===== config.mk =====
export PLATFORM = sky130hd
export DESIGN_NAME = dual_mode_down_timer_core_flat
export DESIGN_NICKNAME = d
export VERILOG_FILES = /design/src/hdl/dmdt_pkg.sv /design/src/hdl/dmdt_in_if.sv /design/src/hdl/dmdt_out_if.sv /design/src/hdl/dual_mode_down_timer_core.sv /design/src/flat_wrapper.sv
export SDC_FILE = /design/constraint.sdc
export NUM_CORES = 1
export LEC_CHECK = 0
export BUFFER_PORTS_ARGS = -buffer_cell sky130_fd_sc_hd__buf_2
export CAP_MARGIN = 30
export CORE_MARGIN = 1.5
export CORE_UTILIZATION = 50
export DETAILED_ROUTE_END_ITERATION = 7
export GPL_ROUTABILITY_DRIVEN = 0
export PLACE_DENSITY = 0.75
export SLEW_MARGIN = 20
export SYNTH_ARGS = -nofsm -noshare
export SYNTH_HDL_FRONTEND = slang
export SYNTH_SLANG_ARGS = --single-unit

===== constraint.sdc =====
create_clock -name clk -period 2.8 [get_ports clk]
set_input_delay 0.14 -clock clk [delete_from_list [all_inputs] [get_ports clk]]
set_output_delay 0.14 -clock clk [all_outputs]
set_load 0.05 [all_outputs]

===== src/hdl/dmdt_pkg.sv =====
package dmdt_pkg;

    typedef logic [1:0]  mode_t;
    typedef logic [2:0]  reg_index_t;
    typedef logic [31:0] word_t;
    typedef logic [7:0]  ctrl_t;

    localparam mode_t MODE_TICK  = 2'd0;
    localparam mode_t MODE_READ  = 2'd1;
    localparam mode_t MODE_WRITE = 2'd2;

    localparam reg_index_t REG_LOAD   = 3'd0;
    localparam reg_index_t REG_VALUE  = 3'd1;
    localparam reg_index_t REG_CTRL   = 3'd2;
    localparam reg_index_t REG_INTCLR = 3'd3;
    localparam reg_index_t REG_RIS    = 3'd4;
    localparam reg_index_t REG_MIS    = 3'd5;
    localparam reg_index_t REG_BGLOAD = 3'd6;

    localparam int CTRL_ONESHOT_BIT  = 0;
    localparam int CTRL_SIZE32_BIT   = 1;
    localparam int CTRL_PRE_LSB      = 2;
    localparam int CTRL_IE_BIT       = 5;
    localparam int CTRL_PERIODIC_BIT = 6;
    localparam int CTRL_ENABLE_BIT   = 7;
    localparam int CTRL_RSVD_BIT     = 4;

    localparam ctrl_t CTRL_WRITABLE = 8'hEF;
    localparam ctrl_t CTRL_RESET    = 8'h20;

    localparam logic [1:0] PRE_DIV1  = 2'd0;
    localparam logic [1:0] PRE_DIV16 = 2'd1;

    localparam logic [7:0] PRE_END_DIV1   = 8'd0;
    localparam logic [7:0] PRE_END_DIV16  = 8'd15;
    localparam logic [7:0] PRE_END_DIV256 = 8'd255;

    localparam word_t FULL_MAX = 32'hFFFF_FFFF;
    localparam word_t HALF_MAX = 32'h0000_FFFF;

endpackage


===== src/hdl/dmdt_in_if.sv =====
interface dmdt_in_if;
    logic                 valid;
    logic                 ready;
    dmdt_pkg::mode_t      mode;
    dmdt_pkg::reg_index_t reg_index;
    dmdt_pkg::word_t      write_data;

    modport source (output valid, output mode, output reg_index, output write_data,
                    input ready);
    modport sink (input valid, input mode, input reg_index, input write_data,
                  output ready);
endinterface


===== src/hdl/dmdt_out_if.sv =====
interface dmdt_out_if;
    logic            valid;
    logic            ready;
    dmdt_pkg::word_t read_data;
    logic            irq;

    modport source (output valid, output read_data, output irq, input ready);
    modport sink (input valid, input read_data, input irq, output ready);
endinterface


===== src/hdl/dual_mode_down_timer_core.sv =====
// Results are registered: in the result register, or in the skid register on a stall.
// Throughput: one item per cycle while the skid register is empty; the two-entry
// output stage (result register plus skid register) drops input ready only when full.
// Reset: rst_n is asynchronous and active low; it loads load = 0, value = all ones,
// control = 0x20, clears the raw interrupt and prescaler, and empties the output stage.
module dual_mode_down_timer_core (
    input  logic      clk,
    input  logic      rst_n,
    dmdt_in_if.sink   in_ch,
    dmdt_out_if.source out_ch
);
    import dmdt_pkg::*;

    word_t      load_reg,  load_next;
    word_t      count_reg, count_next;
    ctrl_t      ctrl_reg,  ctrl_next;
    logic       raw_reg,   raw_next;
    logic [7:0] pre_reg,   pre_next;

    word_t      out_data_reg;
    logic       out_irq_reg;
    logic       out_valid_reg;
    word_t      skid_data_reg;
    logic       skid_irq_reg;
    logic       skid_valid_reg;

    logic       accept;
    word_t      rd;
    logic       irq_res;
    word_t      size_mask;
    word_t      cnt_m;
    word_t      dec_val;
    word_t      rel_val;
    logic [7:0] pre_end;

    assign accept       = in_ch.valid && in_ch.ready;
    assign in_ch.ready  = !skid_valid_reg;
    assign out_ch.valid = out_valid_reg;
    assign out_ch.read_data = out_data_reg;
    assign out_ch.irq   = out_irq_reg;

    assign size_mask = ctrl_reg[CTRL_SIZE32_BIT] ? FULL_MAX : HALF_MAX;
    assign cnt_m     = count_reg & size_mask;
    assign dec_val   = (cnt_m - 32'd1) & size_mask;
    assign rel_val   = load_reg & size_mask;

    always_comb
    begin
        case (ctrl_reg[CTRL_PRE_LSB +: 2])
            PRE_DIV1:  pre_end = PRE_END_DIV1;
            PRE_DIV16: pre_end = PRE_END_DIV16;
            default:   pre_end = PRE_END_DIV256;
        endcase
    end

    always_comb
    begin
        load_next  = load_reg;
        count_next = count_reg;
        ctrl_next  = ctrl_reg;
        raw_next   = raw_reg;
        pre_next   = pre_reg;
        rd         = '0;
        case (in_ch.mode)
            MODE_TICK:
            begin
                if (ctrl_reg[CTRL_ENABLE_BIT])
                begin
                    if (pre_reg >= pre_end)
                    begin
                        pre_next = '0;
                        if (cnt_m != '0)
                        begin
                            count_next = dec_val;
                            if (dec_val == '0)
                            begin
                                raw_next = 1'b1;
                            end
                        end
                        else if (ctrl_reg[CTRL_ONESHOT_BIT])
                        begin
                            count_next = count_reg;
                        end
                        else if (ctrl_reg[CTRL_PERIODIC_BIT])
                        begin
                            count_next = rel_val;
                            if (rel_val == '0)
                            begin
                                raw_next = 1'b1;
                            end
                        end
                        else
                        begin
                            count_next = size_mask;
                        end
                    end
                    else
                    begin
                        pre_next = pre_reg + 8'd1;
                    end
                end
            end
            MODE_READ:
            begin
                case (in_ch.reg_index)
                    REG_LOAD:   rd = load_reg;
                    REG_VALUE:  rd = cnt_m;
                    REG_CTRL:   rd = {24'd0, ctrl_reg};
                    REG_RIS:    rd = {31'd0, raw_reg};
                    REG_MIS:    rd = {31'd0, raw_reg & ctrl_reg[CTRL_IE_BIT]};
                    REG_BGLOAD: rd = load_reg;
                    default:    rd = '0;
                endcase
            end
            MODE_WRITE:
            begin
                case (in_ch.reg_index)
                    REG_LOAD:
                    begin
                        load_next  = in_ch.write_data;
                        count_next = in_ch.write_data;
                    end
                    REG_CTRL:   ctrl_next = in_ch.write_data[7:0] & CTRL_WRITABLE;
                    REG_INTCLR: raw_next  = 1'b0;
                    REG_BGLOAD: load_next = in_ch.write_data;
                    default:    ;
                endcase
            end
            default: ;
        endcase
        irq_res = raw_next & ctrl_next[CTRL_IE_BIT];
    end

    always_ff @(posedge clk or negedge rst_n)
    begin
        if (!rst_n)
        begin
            load_reg  <= '0;
            count_reg <= FULL_MAX;
            ctrl_reg  <= CTRL_RESET;
            raw_reg   <= 1'b0;
            pre_reg   <= '0;
        end
        else if (accept)
        begin
            load_reg  <= load_next;
            count_reg <= count_next;
            ctrl_reg  <= ctrl_next;
            raw_reg   <= raw_next;
            pre_reg   <= pre_next;
        end
    end

    always_ff @(posedge clk or negedge rst_n)
    begin
        if (!rst_n)
        begin
            out_valid_reg  <= 1'b0;
            skid_valid_reg <= 1'b0;
        end
        else if (out_valid_reg && !out_ch.ready)
        begin
            if (accept)
            begin
                skid_valid_reg <= 1'b1;
            end
        end
        else if (skid_valid_reg)
        begin
            out_valid_reg  <= 1'b1;
            skid_valid_reg <= 1'b0;
        end
        else
        begin
            out_valid_reg <= accept;
        end
    end

    always_ff @(posedge clk)
    begin
        if (out_valid_reg && !out_ch.ready)
        begin
            if (accept)
            begin
                skid_data_reg <= rd;
                skid_irq_reg  <= irq_res;
            end
        end
        else if (skid_valid_reg)
        begin
            out_data_reg <= skid_data_reg;
            out_irq_reg  <= skid_irq_reg;
        end
        else if (accept)
        begin
            out_data_reg <= rd;
            out_irq_reg  <= irq_res;
        end
    end

`ifndef SYNTH
    a_skid_behind_out: assert property (@(posedge clk) disable iff (!rst_n)
        skid_valid_reg |-> out_valid_reg)
        else $error("Skid register holds a result while the result register is empty.");

    a_intclr_clears: assert property (@(posedge clk) disable iff (!rst_n)
        (accept && in_ch.mode == MODE_WRITE && in_ch.reg_index == REG_INTCLR) |=> !raw_reg)
        else $error("Interrupt clear did not clear the raw interrupt.");

    a_disabled_holds: assert property (@(posedge clk) disable iff (!rst_n)
        (accept && in_ch.mode == MODE_TICK && !ctrl_reg[CTRL_ENABLE_BIT])
        |=> ($stable(count_reg) && $stable(pre_reg) && $stable(raw_reg)))
        else $error("A tick changed the counter while the timer was disabled.");

    a_rsvd_zero: assert property (@(posedge clk) disable iff (!rst_n)
        !ctrl_reg[CTRL_RSVD_BIT])
        else $error("Reserved control bit is set.");
`endif

endmodule


===== src/flat_wrapper.sv =====
// flat-port wrapper written by rule: the top's interface ports become plain ports
module dual_mode_down_timer_core_flat import dmdt_pkg::*;
  (clk, rst_n, in_ch_valid, in_ch_mode, in_ch_reg_index, in_ch_write_data, in_ch_ready, out_ch_valid, out_ch_read_data, out_ch_irq, out_ch_ready);
  dmdt_in_if in_ch_i ();
  dmdt_out_if out_ch_i ();
  input  logic clk;
  input  logic rst_n;
  input wire logic [$bits(in_ch_i.valid)-1:0] in_ch_valid;
  input wire logic [$bits(in_ch_i.mode)-1:0] in_ch_mode;
  input wire logic [$bits(in_ch_i.reg_index)-1:0] in_ch_reg_index;
  input wire logic [$bits(in_ch_i.write_data)-1:0] in_ch_write_data;
  output wire logic [$bits(in_ch_i.ready)-1:0] in_ch_ready;
  output wire logic [$bits(out_ch_i.valid)-1:0] out_ch_valid;
  output wire logic [$bits(out_ch_i.read_data)-1:0] out_ch_read_data;
  output wire logic [$bits(out_ch_i.irq)-1:0] out_ch_irq;
  input wire logic [$bits(out_ch_i.ready)-1:0] out_ch_ready;
  assign in_ch_i.valid = in_ch_valid;
  assign in_ch_i.mode = in_ch_mode;
  assign in_ch_i.reg_index = in_ch_reg_index;
  assign in_ch_i.write_data = in_ch_write_data;
  assign in_ch_ready = in_ch_i.ready;
  assign out_ch_valid = out_ch_i.valid;
  assign out_ch_read_data = out_ch_i.read_data;
  assign out_ch_irq = out_ch_i.irq;
  assign out_ch_i.ready = out_ch_ready;
  dual_mode_down_timer_core u_core (.clk(clk), .rst_n(rst_n), .in_ch(in_ch_i), .out_ch(out_ch_i));
endmodule

==> results.py, run 1 <==
metrics = {
    "outcome": {
        "status": "complete, but fails checks",
        "violations": "negative setup slack",
    },
    "hold_path": {
        "hold_start": "in_ch_write_data[5]",
        "hp-class": "primary input to flip-flop",
    },
    "die": {
        "io_pins": 76,
        "die_h_um": 131,
        "rows": 46,
        "dieArea_um2": 17000,
        "start_util": 0.512,
        "die_w_um": 131,
        "core_area_um2": 15900,
    },
    "place": {
        "dp_cells": 1090,
        "portBuffers": 75,
        "post_dp_cell_area_um2": 8950,
        "post-dp-hpwl_um": 14500,
    },
    "finish": {
        "antenna_cells": 0,
        "nets": 982,
        "final_core_util": 0.626,
        "nFillCells": 1271,
        "final_area_um2": 9950,
        "drive_above_1_share": 0.280,
        "layout.cells.non_filler": 1158,
        "area_delta_synth_final_pct": 22.4,
    },
    "route": {
        "drc": 0,
        "wl_per_cell_um": 18.3,
        "drtIter0Drc": 751,
        "dr.pass1.iters": 7,
        "drtAntennaViolNets": 0,
        "viasPerCell": 6.02,
        "via_count": 6967,
        "wl_um": 21200,
    },
    "setup_path": {
        "path_class": "flip-flop to flip-flop",
        "rr_startpoint": "u_core.count_reg[22]",
        "cp_max_fo": 2,
        "startpoint_type": "flip-flop",
        "cp_data_required_time_ns": 3.09,
        "end_kind": "flip-flop",
        "crit_arrival_ns": 3.09,
        "critical_path.startpoint": "u_core.count_reg[22]",
    },
    "clock_tree": {
        "clk_path_buf_depth": 2,
        "clock_latency_ns": 0.43,
        "path_clk_slew_ns": 0.06,
        "cts-root-buf": "clkbuf_16",
        "cts_buffers": 17,
        "cts.sinks": 148,
        "cts_tree": "done",
        "h-tree-depth": 4,
    },
    "sta": {
        "hold_viol": 0,
        "skew_ns": 0.00938,
        "finalCritPeriodShare": 1.00,
        "fmax_mhz": 357,
        "slew_headroom": 0.614,
        "holdWs_ns": 0.0354,
        "worst_pin_slew_ns": 0.579,
        "setup_viol": 1,
        "rsz0062_at_grt": "yes",
        "final-max-slew-violation-count": 0,
        "layout_setup_ws_ns": -0.00107,
        "finalCriticalPeriod_ns": 2.80,
    },
    "global_routing": {
        "grt_pass1_vias": 6411,
        "grt_pass1_wl_um": 34100,
        "grt.overflow.total": 0,
        "grt_use_total": 0.261,
        "grt_max_degree": 65,
        "antenna_found_initial": 0,
    },
    "yosys": {
        "synth_area_um2": 8130,
        "synth_nets": 866,
        "synthFlopType": "edfxtp_1",
        "synth_edf_count": 66,
        "netlist_instances": 813,
        "ys_seq_elements": 148,
        "avgSynthCellArea_um2": 10.0,
        "seq_area_frac_synth": 0.501,
        "yosysWarningCount": 0,
        "synth.distinct_cells": 60,
        "synthArstFlopShare": 0.554,
    },
    "power": {
        "p_leak_nw": 3.83,
        "peakVddDrop_mv": 0.540,
        "p_per_area_nw_per_um2": 745,
        "power.total_mw": 7.41,
    },
    "run": {
        "drv_cap": 0,
    },
}
## Yosys cell counts (3+ instances only)
cell type	count	share of area
nor2_1	88	0.041
nand2_1	79	0.036
edfxtp_1	66	0.24
a21oi_1	61	0.038
clkbuf_1	55	0.025
dfrtp_1	49	0.15
o31ai_1	39	0.036
mux2_2	38	0.053
dfstp_2	33	0.11
a22oi_1	32	0.030
nor3_1	26	0.016
o21ai_0	24	0.015
nor4_1	23	0.018
xnor2_1	15	0.016
a211oi_1	13	0.012
ha_1	12	0.018
nand2b_1	12	0.0092
inv_1	11	0.0051
o311a_1	11	0.014
buf_2	9	0.0055
a31oi_1	8	0.0062
nor2b_1	8	0.0062
xor2_1	8	0.0086
nand3_1	7	0.0043
or3_1	7	0.0054
or4_1	6	0.0055
nand4_1	5	0.0038
o211ai_1	4	0.0037
o31a_1	4	0.0043
or4_4	4	0.0055
a2111oi_0	3	0.0032
and2_1	3	0.0023
and4_1	3	0.0032
buf_1	3	0.0014
buf_6	3	0.0042
nand4b_1	3	0.0032
nor3b_1	3	0.0028
nor4b_1	3	0.0032
o2111ai_1	3	0.0032
o311ai_0	3	0.0032
## per-layer routing
layer	wire, um	GRT usage	vias up
li1	-	-	3280
met1	9460	0.376	3317
met2	9500	0.393	320
met3	1720	0.0472	50
met4	532	0.0989	0
met5	0	0	-
## stage by stage
step	TNS [ns]	setup WS (ns)
2_1_floorplan	0	0.0132
3_3_place_gp	0	0.0319
3_5_place_dp	-0.0114	-0.0114
4_1_cts	-0.00746	-0.00746
5_1_grt	-0.385	-0.0917
6_report	-0.00107	-0.00107
## repair_timing
action | in CTS | in global routing
endpoints found under the hold margin | 70 | 0
hold buffers | 33 | 0
setup endpoints to repair | 23 | 33
pin swaps | 1 | 1
resized for setup | 4 | 13
setup buffers | 1 | 1
## placed cells by master (no fill, tap or decap), types with 12 or more instances in the layout
| master | synthesis | layout |
|---|---|---|
| dfrtp_1 | 49 | 48 |
| mux2_2 | 38 | 38 |
| dlygate4sd3_1 | 0 | 33 |
| nor4_1 | 23 | 20 |
| nor3_1 | 26 | 24 |
| clkbuf_16 | 0 | 17 |
| edfxtp_1 | 66 | 66 |
| a21oi_1 | 61 | 61 |
| nand2b_1 | 12 | 12 |
| o21ai_0 | 24 | 22 |
| nand2_1 | 79 | 79 |
| ha_1 | 12 | 12 |
| buf_2 | 9 | 74 |
| dfstp_2 | 33 | 33 |
| buf_4 | 0 | 56 |
| a22oi_1 | 32 | 32 |
| nor2_1 | 88 | 87 |
| a211oi_1 | 13 | 13 |
| o31ai_1 | 39 | 39 |
| xnor2_1 | 15 | 15 |
## critical path, stage by stage, from the launching register on
cell and delay [ns]:
dfstp_2 0.37, or4_4 0.55, or4_4 0.52, nor4_4 0.18, mux2i_2 0.12, or4_4 0.53
a21oi_4 0.15, o211ai_2 0.11, a2bb2oi_2 0.14
## power by group
group | leakage [nW] | switching, mW | internal, mW
logic | 1.95 | 1.20 | 0.879
registers | 1.60 | 0.394 | 2.73
clock network | 0.277 | 0.970 | 1.24
total | 3.83 | 2.56 | 4.85
## cells by family (layout without fill, tap and decap cells)
group / count (synthesis) / count (layout) / share of synthesized area
AOI/OAI and AO/OA: 222 / 222 / 0.186
xor gates and xnor gates: 23 / 23 / 0.0248
adders and majority gates: 12 / 12 / 0.0185
buffers and inverters: 81 / 210 / 0.0416
DFF: 148 / 148 / 0.501
muxes: 39 / 39 / 0.0539
and+or+nand+nor: 288 / 288 / 0.174
## area by class of cell
cell class              count  area [um^2]  share of cell area
flip-flops and latches    148         4080               0.410
repair buffers            167         1190               0.120
multi-input cells         584         3800               0.382
clock inverters            15          145              0.0146
clock buffers              17          425              0.0428
well taps                 216          270              0.0272
inverters                  11         41.3             0.00415
## path summary, 6_finish.rpt
path / cells after the start / slack [ns] / endpoint
setup / recovery: 8 / -0.001 / u_core.out_ch.irq
hold / removal: 2 / 0.04 / u_core.ctrl_reg[5]
setup reg to reg: 8 / -0.001 / u_core.out_ch.irq
hold reg to reg: 2 / 0.51 / u_core.raw_reg
max in group asynchronous: 3 / 1.91 / u_core.count_reg[23]
min in group asynchronous: 2 / 0.23 / u_core.load_reg[6]
(Power assumes the default switching activity.)
==> run 2, diff against run 1 <==
- SETUP_SLACK_MARGIN: not set -> 0.3
==> run 2 against run 1 <==
  * The flow now finishes without violations
  * First-iteration DRC count is 18% higher
  * Combinational power is 5% higher
  * Critical path depth unchanged
  * Non-clock buffer count up 6
  * Global-route usage rose by 0.12 points
  * Setup slack improved by 0.019 ns
  * Clock-buffer cell count increased by 1
  * Clock skew is 0.0040 ns higher
  * Via count grew 3.5%
  * Register-to-register slack better by 0.02 ns
  * Core utilization up 3.2 points
  * Highest routed layer unchanged
  * Hold slack got worse by 0.0080 ns
==> results.py, run 2 (synthesis gave the netlist of run 1 again) <==
metrics = {
    "route": {
        "drtIter0Drc": 889,
        "drc": 0,
        "via_count": 7212,
        "dr.pass1.iters": 8,
        "viasPerCell": 6.19,
        "wl_per_cell_um": 19.5,
        "drtAntennaViolNets": 0,
        "wl_um": 22700,
    },
    "setup_path": {
        "crit_top_cell": "or4_4",
        "crit_path_cell_trace": "or4_4 -> or4_4 -> nor4_4 -> mux2i_1 -> or4_4 -> a21oi_4 -> o211ai_2 -> a2bb2oi_2",
        "startpoint_type": "flip-flop",
        "reg2reg_to": "u_core.out_ch.irq",
        "worst_path_largest_cell_delay_ns": 0.53,
        "end_kind": "flip-flop",
        "crit_family": "simple AND/OR/NAND/NOR gates",
        "cp_max_fo": 2,
        "cp_data_required_time_ns": 3.09,
        "critical_path.startpoint": "u_core.count_reg[22]",
        "path_class": "flip-flop to flip-flop",
        "critPathSlowestCell": "or4_4",
        "worst_r2r_path_depth": 8,
        "worst-path-buf-inv": 0,
        "rrSetupSlack_ns": 0.02,
        "crit_arrival_ns": 3.07,
        "rr_startpoint": "u_core.count_reg[22]",
    },
    "place": {
        "portBuffers": 75,
        "post-dp-hpwl_um": 14700,
        "post_dp_cell_area_um2": 8950,
        "dpl_worst_slack_ns": 0.0229,
    },
    "global_routing": {
        "grt_max_degree": 65,
        "grt_pass1_vias": 6400,
        "grt.overflow.total": 0,
        "grt_pass1_wl_um": 34200,
        "antenna_found_initial": 0,
        "grt_use_total": 0.262,
    },
    "finish": {
        "nets": 990,
        "final_area_um2": 10500,
        "drive_above_1_share": 0.335,
        "final_cell_mix": "nand2_1 (78), buf_2 (74), nor2_1 (72), edfxtp_1 (66), buf_4 (55)",
        "nFillCells": 1229,
        "layout.cells.most_common": "nand2_1",
        "area_delta_synth_final_pct": 28.6,
        "antenna_cells": 0,
        "final_core_util": 0.658,
    },
    "sta": {
        "worst_pin_slew_ns": 1.13,
        "finalCriticalPeriod_ns": 2.78,
        "finalCritPeriodShare": 0.994,
        "skew_ns": 0.0134,
        "hold_viol": 0,
        "setup_viol": 0,
        "fmax_mhz": 359,
        "rsz0062_at_grt": "yes",
        "holdWs_ns": 0.0274,
        "final-max-slew-violation-count": 0,
        "layout_setup_ws_ns": 0.0176,
        "slew_headroom": 0.235,
    },
    "die": {
        "core_area_um2": 15900,
        "die_w_um": 131,
        "die_h_um": 131,
        "dieArea_um2": 17000,
        "io_pins": 76,
        "start_util": 0.512,
        "rows": 46,
    },
    "clock_tree": {
        "h-tree-depth": 4,
        "cts_buffers": 17,
        "cts-root-buf": "clkbuf_16",
        "cts.sinks": 148,
        "cts_tree": "done",
        "clock_latency_ns": 0.43,
        "path_clk_slew_ns": 0.06,
        "clk_path_buf_depth": 2,
    },
    "outcome": {
        "status": "completed",
    },
    "power": {
        "comb_power_share": 0.281,
        "cellInternalPower_mw": 5.17,
        "p_per_area_nw_per_um2": 747,
        "clock_power_share": 0.312,
        "swShare": 0.339,
        "seqPwrFrac": 0.407,
        "p_switching_mw": 2.65,
        "p_leak_nw": 3.98,
        "peakVddDrop_mv": 0.499,
    },
    "hold_path": {
        "hp-class": "primary input to flip-flop",
        "hold_start": "in_ch_write_data[2]",
        "whs_endpoint": "u_core.load_reg[2]",
        "whs_path_depth": 2,
    },
    "run": {
        "drv_cap": 0,
    },
}
==> run 2: area by class of cell <==
type,instances,area (um^2),share of cell area
Inverter,11,41.3,0.00395
Multi-Input combinational cell,586,4090,0.391
Sequential cell,148,4080,0.390
Tap cell,216,270,0.0258
Clock buffer,18,429,0.0410
Clock inverter,14,200,0.0191
Timing Repair Buffer,173,1350,0.129
==> run 2: how the worst max path moves through the flow <==
stage | cells past startpoint | endpoint | slack, ns
6_report | 8 | u_core.out_ch.irq | 0.02
5_1_grt | 10 | u_core.out_ch.irq | -0.06
3_3_place_gp | 8 | u_core.out_ch.irq | 0.04
4_1_cts | 8 | u_core.out_ch.irq | 0.04
2_1_floorplan | 9 | u_core.out_ch.irq | 0.1
3_5_place_dp | 8 | u_core.out_ch.irq | 0.02
==> run 2: routing by layer <==
metal,track usage,wire [um]
met5,0,0
met1,0.373,9760
met3,0.0672,2130
met2,0.393,10300
met4,0.0840,571
==> run 2: repair_timing <==
action / in CTS / in global routing
hold buffers: 32 / 0
setup buffers: 2 / 2
gates cloned: 2 / 6
endpoints found under the hold margin: 70 / 0
pin swaps: 1 / 5
setup endpoints to repair: 35 / 35
gates resized for setup: 28 / 56
==> run 2: worst reg2reg max path, cell delays in order, from the launching register on <==
cell       delay (ns)
dfstp_2          0.37
or4_4            0.53
or4_4            0.52
nor4_4           0.17
mux2i_1          0.13
or4_4            0.50
a21oi_4          0.16
o211ai_2         0.13
a2bb2oi_2        0.14
==> run 2: per-stage QoR <==
step / cells / TNS (ns) / total power [mW]
final: 1166 / 0 / 7.81
after global routing: 1166 / -0.101 / 8.12
after CTS: 1158 / 0 / 7.59
after detailed placement: 1090 / 0 / 5.08
after global placement: 1090 / 0 / 5.02
after floorplan: 813 / 0 / 4.40
==> run 2: power groups by stage <==
stage	Combinational (mW)	Clock [mW]	Sequential, mW
5_1_grt	2.35	2.55	3.22
3_3_place_gp	1.88	0	3.15
4_1_cts	2.00	2.46	3.13
3_5_place_dp	1.92	0	3.16
6_report	2.19	2.44	3.18
2_1_floorplan	1.26	0	3.14
==> run 3, diff against run 2 <==
- PLACE_DENSITY: 0.75 -> 0.78
- clock period: 2.8 -> 2.75 ns (I/O delays scaled with it)
==> run 3 against run 2 <==
  * The flow now finishes with violations (design-rule violations, negative setup slack)
  * Design area up 1.9%
  * Critical endpoint unchanged
  * Clock skew shrank 0.0012 ns
  * Critical path depth is the same
  * Clock power is 5% lower
  * Via count is 4.1% higher
  * Setup slack got worse by 0.11 ns
  * Flip-flop and latch count unchanged
  * Die area is the same
==> results.py, run 3 (synthesis gave the netlist of run 1 again) <==
metrics = {
    "outcome": {
        "status": "complete, but fails checks",
        "violations": "design-rule violations, negative setup slack",
    },
    "finish": {
        "layout.cells.non_filler": 1176,
        "area_delta_synth_final_pct": 31.0,
        "nets": 1000,
        "antenna_cells": 0,
        "final_core_util": 0.670,
        "final_cell_mix": "nand2_1 (77), buf_2 (74), edfxtp_1 (66), nor2_1 (62), buf_4 (59)",
        "layout.cells.most_common": "nand2_1",
        "drive_above_1_share": 0.368,
        "final_area_um2": 10700,
    },
    "power": {
        "p_per_area_nw_per_um2": 750,
        "power.total_mw": 7.98,
        "p_leak_nw": 4.05,
        "peakVddDrop_mv": 0.493,
    },
    "run": {
        "drv_cap": 0,
    },
    "setup_path": {
        "path_class": "flip-flop to flip-flop",
        "path_depth": 8,
        "cp_data_required_time_ns": 3.04,
        "rr_startpoint": "u_core.count_reg[6]",
        "worst_r2r_path_depth": 8,
        "critPathSlowestCell": "or4_1",
        "crit_family": "simple AND/OR/NAND/NOR gates",
        "rrSetupSlack_ns": -0.09,
        "startpoint_type": "flip-flop",
        "worst_path_largest_cell_delay_ns": 0.64,
        "cp_max_fo": 8,
        "end_kind": "flip-flop",
        "crit_path_cell_trace": "or4_1 -> nor4_1 -> xnor2_1 -> o211ai_1 -> or4_4 -> a21oi_4 -> o211ai_2 -> a2bb2oi_2",
        "crit_arrival_ns": 3.13,
        "reg2reg_to": "u_core.out_ch.irq",
        "worst-path-buf-inv": 0,
    },
    "die": {
        "start_util": 0.512,
        "io_pins": 76,
        "die_h_um": 131,
        "dieArea_um2": 17000,
        "die_w_um": 131,
        "core_area_um2": 15900,
        "rows": 46,
    },
    "route": {
        "drtAntennaViolNets": 0,
        "wl_per_cell_um": 21.0,
        "viasPerCell": 6.39,
        "wl_um": 24700,
        "drtIter0Drc": 1124,
        "dr.pass1.iters": 8,
        "drc": 24,
        "via_count": 7509,
    },
    "clock_tree": {
        "clock_latency_ns": 0.44,
        "path_clk_slew_ns": 0.07,
        "cts_buffers": 17,
        "h-tree-depth": 4,
        "cts-root-buf": "clkbuf_16",
        "cts.sinks": 148,
        "cts_tree": "done",
        "clk_path_buf_depth": 2,
    },
    "global_routing": {
        "grt_max_degree": 65,
        "grt_pass1_wl_um": 35700,
        "grt_use_total": 0.273,
        "grt.overflow.total": 0,
        "antenna_found_initial": 0,
        "grt_pass1_vias": 6581,
    },
    "sta": {
        "layout_setup_ws_ns": -0.0910,
        "finalCritPeriodShare": 1.03,
        "setup_tns_ns": -0.476,
        "finalCriticalPeriod_ns": 2.84,
        "final-max-slew-violation-count": 0,
        "holdWs_ns": 0.0295,
        "skew_ns": 0.0122,
        "rsz0062_at_grt": "yes",
        "worst_pin_slew_ns": 0.625,
        "setup_viol": 14,
        "slew_headroom": 0.577,
        "fmax_mhz": 352,
        "hold_viol": 0,
    },
    "hold_path": {
        "whs_endpoint": "u_core.load_reg[3]",
        "whs_path_depth": 2,
        "hp-class": "primary input to flip-flop",
        "hold_start": "in_ch_write_data[3]",
    },
    "place": {
        "dpl_worst_slack_ns": -0.0276,
        "portBuffers": 75,
        "post-dp-hpwl_um": 14800,
        "dp_cells": 1095,
        "post_dp_cell_area_um2": 8990,
    },
}
run 3: cell types whose count changed in the layout (fill, tap and decap cells not counted), moves of 4 or more:
cell	change
a211oi_1	-7
a211oi_2	+6
a21oi_1	-7
a21oi_2	+7
buf_4	+4
buf_6	+4
inv_8	+4
nor2_1	-10
nor2_2	+7
run 3: layout make-up:
type / instances / area, um^2
Multi-Input combinational cell: 586 / 4230
Inverter: 11 / 41.3
Clock buffer: 17 / 425
Sequential cell: 148 / 4080
Timing Repair Buffer: 183 / 1450
Tap cell: 216 / 270
Fill cell: 1128 / 5240
Clock inverter: 15 / 164
run 3: repair_timing:
action | in CTS | in global routing
cloned | 7 | 2
pin swaps | 5 | 7
endpoints found under the hold margin | 66 | 0
setup endpoints to repair | 35 | 35
resized for setup | 70 | 59
hold buffers | 32 | 0
buffers inserted | 4 | 3
run 3: worst register-to-register path, stage by stage, from the launching register on:
cell       delay (ns)
dfstp_2          0.44
or4_1            0.64
nor4_1           0.36
xnor2_1          0.22
o211ai_1         0.17
or4_4            0.45
a21oi_4          0.16
o211ai_2         0.13
a2bb2oi_2        0.14
run 3: metal layers:
metal	global-route usage	wire length (um)
met5	0	0
met1	0.388	9900
met4	0.0970	1110
met3	0.0546	2490
met2	0.420	11200
run 3: worst max path at each step:
stage,startpoint,end
3_3_place_gp,u_core.count_reg[22],u_core.out_ch.irq
2_1_floorplan,u_core.count_reg[20],u_core.out_ch.irq
6_report,u_core.count_reg[6],u_core.out_ch.irq
5_1_grt,u_core.count_reg[6],u_core.out_ch.irq
3_5_place_dp,u_core.count_reg[22],u_core.out_ch.irq
4_1_cts,u_core.count_reg[22],u_core.out_ch.irq
run 3: power breakdown:
part           total (mW)  switching, mW  leakage (nW)  internal [mW]
Sequential           3.28          0.501          1.60           2.78
Combinational        2.38           1.38          2.16           1.00
Clock                2.32           1.03         0.285           1.29
Total                7.98           2.92          4.05           5.07
